[config.mk]
export PLATFORM = sky130hd
export DESIGN_NAME = pwm_pulse_width_mapper
export DESIGN_NICKNAME = d
export VERILOG_FILES = /design/src/rtl/pwmpm_pkg.sv /design/src/rtl/pwm_pulse_width_mapper.sv
export VERILOG_INCLUDE_DIRS = /design/src /design/src/rtl
export SDC_FILE = /design/constraint.sdc
export NUM_CORES = 2
export LEC_CHECK = 0
export ABC_AREA = 1
export ABC_CLOCK_PERIOD_IN_PS = 23100
export BUFFER_PORTS_ARGS = -buffer_cell sky130_fd_sc_hd__buf_2
export CAP_MARGIN = 5
export CORE_MARGIN = 5
export CORE_UTILIZATION = 65
export DETAILED_ROUTE_END_ITERATION = 8
export PLACE_DENSITY_LB_ADDON = 0.12
export SETUP_SLACK_MARGIN = 0.2
export SYNTH_ARGS = -nofsm -noshare
export SYNTH_HDL_FRONTEND = slang
export SYNTH_SLANG_ARGS = --single-unit
[constraint.sdc]
create_clock -name clk -period 23.1 [get_ports clk]
set_clock_uncertainty 0.2 [all_clocks]
set_input_delay 1.155 -clock clk [delete_from_list [all_inputs] [get_ports clk]]
set_output_delay 1.155 -clock clk [all_outputs]
set_load 0.1 [all_outputs]
[src/rtl/pwm_pulse_width_mapper_assert.svh]
// ----------------------------------------------------------------------------
// PWM pulse width mapper assertion macros
// Concurrent checks sampled on clk, quiet while arst_n is low.
// ----------------------------------------------------------------------------
`ifndef PWM_PULSE_WIDTH_MAPPER_ASSERT_SVH
`define PWM_PULSE_WIDTH_MAPPER_ASSERT_SVH

// same-cycle implication
`define PWMPM_ASSERT_NOW(lbl, ante, cons, msg) \
	lbl: assert property (@(posedge clk) disable iff (!arst_n) (ante) |-> (cons)) \
		else $error(msg);

// next-cycle implication
`define PWMPM_ASSERT_NEXT(lbl, ante, cons, msg) \
	lbl: assert property (@(posedge clk) disable iff (!arst_n) (ante) |=> (cons)) \
		else $error(msg);

`endif

[src/rtl/pwmpm_pkg.sv]
// ----------------------------------------------------------------------------
// PWM pulse width mapper package
// Widths, register indexes, clamp select codes and reciprocal constants.
// ----------------------------------------------------------------------------
package pwmpm_pkg;

	localparam int CFG_ADDR_W = 3;
	localparam int CFG_DATA_W = 16;
	localparam int WIDTH_W    = 16;
	localparam int TICK_W     = 19;
	localparam int LIMIT_W    = 17;
	localparam int CMD_W      = 16;
	localparam int CHAN_W     = 2;
	localparam int SPAN_W     = 20;
	localparam int PROD_W     = 36;
	localparam int NUM_W      = 37;
	localparam int SCALED_W   = 32;
	localparam int LIM_X_W    = 30;
	localparam int FRAC_W     = 30;
	localparam int CMP_W      = 17;

	localparam logic [CFG_ADDR_W-1:0] REG_MIN_WIDTH    = 3'd0;
	localparam logic [CFG_ADDR_W-1:0] REG_MAX_WIDTH    = 3'd1;
	localparam logic [CFG_ADDR_W-1:0] REG_CENTER_WIDTH = 3'd2;
	localparam logic [CFG_ADDR_W-1:0] REG_PERIOD_TOP   = 3'd3;
	localparam logic [CFG_ADDR_W-1:0] REG_CHECKED_MODE = 3'd4;

	localparam logic [WIDTH_W-1:0] TOP_RESET = 16'd10239;

	// ticks = floor((400*d + 39) / 78), exact for 25-bit dividends
	localparam logic [24:0] CONV_SCALE  = 25'd400;
	localparam logic [24:0] CONV_BIAS   = 25'd39;
	localparam logic [25:0] CONV_MUL    = 26'd55063684;
	localparam int          CONV_SHIFT  = 32;

	// round(n / 10000) = floor(((n + 5000) >> 4) / 625), exact for 26-bit values
	localparam logic [31:0] FULL_SCALE  = 32'd10000;
	localparam logic [FRAC_W-1:0] HALF_SCALE = 30'd5000;
	localparam logic [26:0] RND_MUL     = 27'd109951163;
	localparam int          RND_SHIFT   = 36;

	typedef logic [1:0] clamp_sel_t;
	localparam clamp_sel_t SEL_NUM = 2'd0;
	localparam clamp_sel_t SEL_LO  = 2'd1;
	localparam clamp_sel_t SEL_HI  = 2'd2;
	localparam clamp_sel_t SEL_LIM = 2'd3;

endpackage

[src/rtl/pwm_pulse_width_mapper.sv]
// ----------------------------------------------------------------------------
// PWM pulse width mapper
// Maps a signed 0.01 % command onto an RC pulse compare value in timer ticks.
// ----------------------------------------------------------------------------
// Usage:
//   s_axis carries one command per beat: tdata[15:0] command (signed),
//   tuser[1:0] channel. m_axis returns one beat per command: tdata[16:0]
//   compare value, tuser[1:0] channel, tuser[2] status (1 = width beyond
//   period in checked mode, compare value 0).
//   cfg_we/cfg_addr/cfg_wdata write min, max, center width, period top and
//   checked mode; widths are converted to ticks as they are written. Write
//   only while no beat is in flight.
//   Stages: input register, then multiply, clamp, and round through the
//   output register. Throughput: one command per cycle while the receiver
//   does not stall; the stages are set by one signed multiplier and one
//   reciprocal multiplier for the final rounding.
//   Reset clears all valid flags and loads the register reset values.
//   When the receiver stalls, the output holds and the stages behind it
//   keep filling their empty slots before s_axis_tready drops.
// ----------------------------------------------------------------------------
module pwm_pulse_width_mapper
	import pwmpm_pkg::*;
(
	input  logic                  clk,
	input  logic                  arst_n,
	input  logic                  cfg_we,
	input  logic [CFG_ADDR_W-1:0] cfg_addr,
	input  logic [CFG_DATA_W-1:0] cfg_wdata,
	input  logic                  s_axis_tvalid,
	output logic                  s_axis_tready,
	input  logic [15:0]           s_axis_tdata,  // [15:0] command
	input  logic [1:0]            s_axis_tuser,  // [1:0] channel
	output logic                  m_axis_tvalid,
	input  logic                  m_axis_tready,
	output logic [23:0]           m_axis_tdata,  // [16:0] compare_value
	output logic [2:0]            m_axis_tuser   // [1:0] out_channel, [2] status
);

	logic [TICK_W-1:0]   lo_q, hi_q, mid_q;
	logic [WIDTH_W-1:0]  top_q;
	logic                checked_q;
	logic [SCALED_W-1:0] lo_x_q, hi_x_q, mid_x_q;
	logic [LIM_X_W-1:0]  lim_x_q;
	logic                err_q;
	logic [LIMIT_W-1:0]  limit;

	logic [24:0]         conv_x;
	logic [50:0]         conv_prod;
	logic [TICK_W-1:0]   conv_ticks;

	logic                v_s1, v_s2, v_s3, out_valid_q;
	logic                rdy_s1, rdy_s2, rdy_s3, rdy_out;

	logic signed [CMD_W-1:0]  cmd_s1;
	logic [CHAN_W-1:0]        chan_s1, chan_s2, chan_s3;
	logic signed [SPAN_W-1:0] span;
	logic signed [PROD_W-1:0] prod_s2;
	logic signed [NUM_W-1:0]  num, lo_xs, hi_xs, lim_xs;
	logic                     below_lo, above_hi, above_lim;
	logic                     lo_over, hi_over;
	clamp_sel_t               sel, sel_s3;
	logic [FRAC_W-1:0]        frac_s3, frac_sum;
	logic [25:0]              rnd_y;
	logic [52:0]              rnd_prod;
	logic [CMP_W-1:0]         rnd_ticks, cmp_val;

	logic [CMP_W-1:0]         out_value_q;
	logic [CHAN_W-1:0]        out_chan_q;
	logic                     out_status_q;

	// width to ticks on the write path
	assign conv_x     = 25'(cfg_wdata) * CONV_SCALE + CONV_BIAS;
	assign conv_prod  = 51'(conv_x) * 51'(CONV_MUL);
	assign conv_ticks = conv_prod[CONV_SHIFT +: TICK_W];

	always_ff @(posedge clk or negedge arst_n) begin
		if (!arst_n) begin
			lo_q      <= '0;
			hi_q      <= '0;
			mid_q     <= '0;
			top_q     <= TOP_RESET;
			checked_q <= 1'b0;
		end else if (cfg_we) begin
			unique case (cfg_addr)
				REG_MIN_WIDTH:    lo_q      <= conv_ticks;
				REG_MAX_WIDTH:    hi_q      <= conv_ticks;
				REG_CENTER_WIDTH: mid_q     <= conv_ticks;
				REG_PERIOD_TOP:   top_q     <= cfg_wdata[WIDTH_W-1:0];
				REG_CHECKED_MODE: checked_q <= cfg_wdata[0];
				default: ;
			endcase
		end
	end

	assign limit = LIMIT_W'(top_q) + LIMIT_W'(1);

	// scaled bounds and error flag, settled long before any beat reaches them
	always_ff @(posedge clk or negedge arst_n) begin
		if (!arst_n) begin
			lo_x_q  <= '0;
			hi_x_q  <= '0;
			mid_x_q <= '0;
			lim_x_q <= LIM_X_W'((LIMIT_W'(TOP_RESET) + LIMIT_W'(1)) * 30'd10000);
			err_q   <= 1'b0;
		end else begin
			lo_x_q  <= SCALED_W'(lo_q) * FULL_SCALE;
			hi_x_q  <= SCALED_W'(hi_q) * FULL_SCALE;
			mid_x_q <= SCALED_W'(mid_q) * FULL_SCALE;
			lim_x_q <= LIM_X_W'(limit) * LIM_X_W'(FULL_SCALE);
			err_q   <= checked_q && ((lo_q > TICK_W'(limit)) || (hi_q > TICK_W'(limit))
				|| (mid_q > TICK_W'(limit)));
		end
	end

	// stage handshake
	assign rdy_out       = !out_valid_q || m_axis_tready;
	assign rdy_s3        = !v_s3 || rdy_out;
	assign rdy_s2        = !v_s2 || rdy_s3;
	assign rdy_s1        = !v_s1 || rdy_s2;
	assign s_axis_tready = rdy_s1;

	always_ff @(posedge clk or negedge arst_n) begin
		if (!arst_n) begin
			v_s1        <= 1'b0;
			v_s2        <= 1'b0;
			v_s3        <= 1'b0;
			out_valid_q <= 1'b0;
		end else begin
			if (rdy_s1)  v_s1        <= s_axis_tvalid;
			if (rdy_s2)  v_s2        <= v_s1;
			if (rdy_s3)  v_s3        <= v_s2;
			if (rdy_out) out_valid_q <= v_s3;
		end
	end

	// stage 1: input register
	always_ff @(posedge clk) begin
		if (rdy_s1) begin
			cmd_s1  <= s_axis_tdata[CMD_W-1:0];
			chan_s1 <= s_axis_tuser[CHAN_W-1:0];
		end
	end

	// stage 2: span times command
	assign span = cmd_s1[CMD_W-1] ? (SPAN_W'($signed({1'b0, mid_q})) - SPAN_W'($signed({1'b0, lo_q})))
		: (SPAN_W'($signed({1'b0, hi_q})) - SPAN_W'($signed({1'b0, mid_q})));

	always_ff @(posedge clk) begin
		if (rdy_s2) begin
			prod_s2 <= PROD_W'(span) * PROD_W'(cmd_s1);
			chan_s2 <= chan_s1;
		end
	end

	// stage 3: exact clamp decision
	assign num    = NUM_W'($signed({1'b0, mid_x_q})) + NUM_W'(prod_s2);
	assign lo_xs  = NUM_W'($signed({1'b0, lo_x_q}));
	assign hi_xs  = NUM_W'($signed({1'b0, hi_x_q}));
	assign lim_xs = NUM_W'($signed({1'b0, lim_x_q}));

	assign below_lo  = num < lo_xs;
	assign above_hi  = num > hi_xs;
	assign above_lim = num > lim_xs;
	assign lo_over   = lo_q > TICK_W'(limit);
	assign hi_over   = hi_q > TICK_W'(limit);

	always_comb begin
		if (below_lo) begin
			sel = lo_over ? SEL_LIM : SEL_LO;
		end else if (above_hi) begin
			sel = hi_over ? SEL_LIM : SEL_HI;
		end else begin
			sel = above_lim ? SEL_LIM : SEL_NUM;
		end
	end

	always_ff @(posedge clk) begin
		if (rdy_s3) begin
			sel_s3  <= sel;
			frac_s3 <= num[FRAC_W-1:0];
			chan_s3 <= chan_s2;
		end
	end

	// output: round to nearest and select
	assign frac_sum  = frac_s3 + HALF_SCALE;
	assign rnd_y     = frac_sum[FRAC_W-1:4];
	assign rnd_prod  = 53'(rnd_y) * 53'(RND_MUL);
	assign rnd_ticks = rnd_prod[RND_SHIFT +: CMP_W];

	always_comb begin
		case (sel_s3)
			SEL_NUM: cmp_val = rnd_ticks;
			SEL_LO:  cmp_val = CMP_W'(lo_q);
			SEL_HI:  cmp_val = CMP_W'(hi_q);
			SEL_LIM: cmp_val = limit;
		endcase
	end

	always_ff @(posedge clk) begin
		if (rdy_out) begin
			out_value_q  <= err_q ? '0 : cmp_val;
			out_status_q <= err_q;
			out_chan_q   <= chan_s3;
		end
	end

	assign m_axis_tvalid = out_valid_q;
	assign m_axis_tdata  = {7'b0, out_value_q};
	assign m_axis_tuser  = {out_status_q, out_chan_q};

`include "pwm_pulse_width_mapper_assert.svh"

	`PWMPM_ASSERT_NOW(a_err_zero, out_valid_q && out_status_q, out_value_q == '0, "error beat carries a nonzero compare value")
	`PWMPM_ASSERT_NOW(a_err_mode, out_valid_q && out_status_q, checked_q, "error beat outside checked mode")
	`PWMPM_ASSERT_NOW(a_in_period, out_valid_q && !out_status_q, out_value_q <= limit, "compare value beyond period")
	`PWMPM_ASSERT_NEXT(a_accept_s1, s_axis_tvalid && s_axis_tready, v_s1, "accepted beat lost at stage 1")
	`PWMPM_ASSERT_NEXT(a_s3_out, v_s3 && rdy_out, out_valid_q, "stage 3 beat lost at output")

endmodule
==> impl_metrics.yaml <==
run_status:
  status: "finished, final reports clean"
clocking:
  clk_latency_ns: 0.65
  postCtsSetupBuffers: 0
  cts_made_buffers: 41
  cts.clk_slew.worst_paths_ns: 0.06
  htree_num_levels: 2
  cts_resized: 0
  root_buffer: "clkbuf_16"
  clockBufferDepth: 3
  clock-sinks: 296
  cts_tree: "built"
  ctsHoldBuffers: 0
grt:
  grt_pass1_wl_um: 300000
  first_global_vias: 52853
  grt_max_degree: 66
  grt_usage_pct: 37.8
  gr-total-overflow: 0
  antenna_found_initial: 4
place:
  gp_congestion: 1.02
  place_worst_setup_slack_ns: 13.06
  postPlaceCellArea_um2: 65800
  port_buffers: 63
  post-dp-hpwl_um: 168000
finish:
  n_fill_cell: 8159
  layout-drive-gt1-share_pct: 3.40
  nets: 9744
  syn2layout_area_growth_pct: 5.35
  design_area_um2: 67200
timing:
  rsz0062_at_grt: "false"
  min_period_ns: 9.92
  setup_viol: 0
  fin_hold_ws_ns: 0.212
  max_slew_margin_pct: 22.0
  final_max_slew_viol_count: 0
  setup_tns_ns: 0
  finalWorstSetupSlack_ns: 13.18
  hold_violations: 0
  period_share_pct: 43.0
  fmax_mhz: 101
  tightest_slew_ns: 1.16
critical_path:
  start_kind: "register"
  max_stage_delay_ns: 0.68
  crit_top_cell: "fa_1"
  rr_startpoint: "mid_q[12]$_DFFE_PN0P_"
  cp_data_arrival_time_ns: 10.08
  endpoint_kind: "register"
  cp.required_ns: 23.25
  ff2ff_path_depth: 28
  crit_fanout: 7
  critPathLaunch: "mid_q[12]$_DFFE_PN0P_"
  reg2reg_slack_ns: 13.18
  critPathKind: "reg2reg"
  cpMaxStageDelayCell: "fa_1"
  r2r-end: "prod_s2[35]$_DFFE_PP_"
synthesis:
  synth-edff-count: 107
  synthArstFlopShare_pct: 63.9
  yosysTopAreaCell: "fa_1"
  synth-seq-cells: 296
  syn_avg_cell_area_um2: 8.43
  synth_top_area_share_pct: 28.9
  syn_inst: 7568
  netlist_area_um2: 63800
  synth_cell_types: 61
  yosys_warnings: 0
  ys_seq_area_share_pct: 12.5
  ys.flop_type: "dfrtp_1"
  yosys-top-cells-area: "fa_1, ha_1, inv_1"
floorplanning:
  die_x_um: 323
  dieArea_um2: 105000
  core_area_um2: 98000
  io_pins: 71
  initial_core_util_pct: 65.1
  die_h_um: 323
  num_rows: 115
min_path:
  holdPathEnd: "out_chan_q[0]$_DFFE_PP_"
  hp-class: "reg2reg"
  hold_path_depth: 0
  hp-start: "chan_s3[0]$_DFFE_PP_"
detailed_routing:
  drtIter0Drc: 3985
  drc: 0
  vias_per_cell: 5.65
  wl_per_cell_um: 21.6
  first_pass_iters: 6
  postRouteAntennaNets: 0
  finalWirelength_um: 194000
  route.vias.total: 50719
run:
  drv_cap: 0
-- stage by stage --
stage               instances  util, %
CTS                      8967     68.6
floorplan                7574        -
global placement         8891     67.1
global route             8967     68.6
finish                   8970     68.6
detailed placement       8891     67.1
-- state kept, by name (all words and copies together) (netlist names), 16 cells and up --
register     cells
cmd_s1          16
frac_s3         27
hi_q            19
hi_x_q          28
lim_x_q         26
lo_q            19
lo_x_q          28
mid_q           19
mid_x_q         28
out_value_q     17
prod_s2         36
top_q           16
-- cells in the final DEF (no fill, tap or decap), types with 36 or more instances in the layout --
cell type,instances
xor2_1,151
inv_1,1990
xnor2_1,68
ha_1,1133
clkbuf_16,41
nand2_1,1147
buf_2,62
dfrtp_1,171
buf_4,37
nor3_1,47
nand4_1,67
a31oi_1,36
o21ai_0,242
nor2_1,466
a21oi_1,392
nand3_1,248
a21o_1,39
edfxtp_1,107
fa_1,922
-- worst max-delay path by stage --
stage / to / slack, ns
after floorplan: hi_q[17]$_DFFE_PN0P_ / 14.16
after global placement: lo_q[13]$_DFFE_PN0P_ / 13.19
after detailed placement: lo_q[13]$_DFFE_PN0P_ / 13.06
after CTS: prod_s2[35]$_DFFE_PP_ / 13.38
after global routing: prod_s2[35]$_DFFE_PP_ / 12.90
final: prod_s2[35]$_DFFE_PP_ / 13.18
-- critical path: cells and delay by family, from the launching register on --
family,cells,cell delay (ns)
buffers and inverters,5,0.92
xor gates and xnor gates,1,0.41
adders and majority gates,8,4.11
AOI/OAI and AO/OA,6,1.81
and+or+nand+nor,8,1.55
DFF,1,0.63
-- layer usage --
layer	global-route usage [%]	vias to the layer above	part of all wire [%]
li1	-	23604	-
met1	47.0	24473	38
met2	61.6	2028	46
met3	7.43	610	8.0
met4	22.3	4	7.6
met5	0	-	0.018
-- logic make-up (layout without fill, tap and decap cells) --
logic type | count (synthesis) | in the layout | synth area share, %
and+or+nand+nor | 2078 | 2078 | 13.6
buffers and inverters | 2077 | 2183 | 12.3
adders and majority gates | 2055 | 2055 | 51.1
AOI/OAI and AO/OA | 828 | 828 | 7.19
DFF | 296 | 296 | 12.5
xor gates and xnor gates | 233 | 233 | 3.24
other | 1 | 10 | 0.00588
-- Yosys cell counts, drive strengths merged (36+ instances only) --
| cell type | instances |
|---|---|
| fa | 922 |
| xnor2 | 73 |
| nor3 | 54 |
| nor2 | 478 |
| nand4 | 68 |
| o21ai | 255 |
| a31oi | 36 |
| xor2 | 160 |
| dfrtp | 171 |
| clkbuf | 41 |
| inv | 1996 |
| ha | 1133 |
| a21o | 39 |
| nand3 | 253 |
| edfxtp | 107 |
| nand2 | 1157 |
| a21oi | 393 |
-- area by class of cell --
type	instances	area [um2]	area share [%]
Clock inverter	24	327	0.486
Tap cell	1287	1610	2.39
Antenna cell	3	7.51	0.0112
Sequential cell	296	7970	11.8
Clock buffer	52	1110	1.65
Multi-Input combinational cell	5201	48100	71.5
Inverter	2007	7530	11.2
Timing Repair Buffer	100	602	0.895
Power is not shown: default switching activity piles up to over one toggle a cycle in this logic, so the estimate is an artifact.
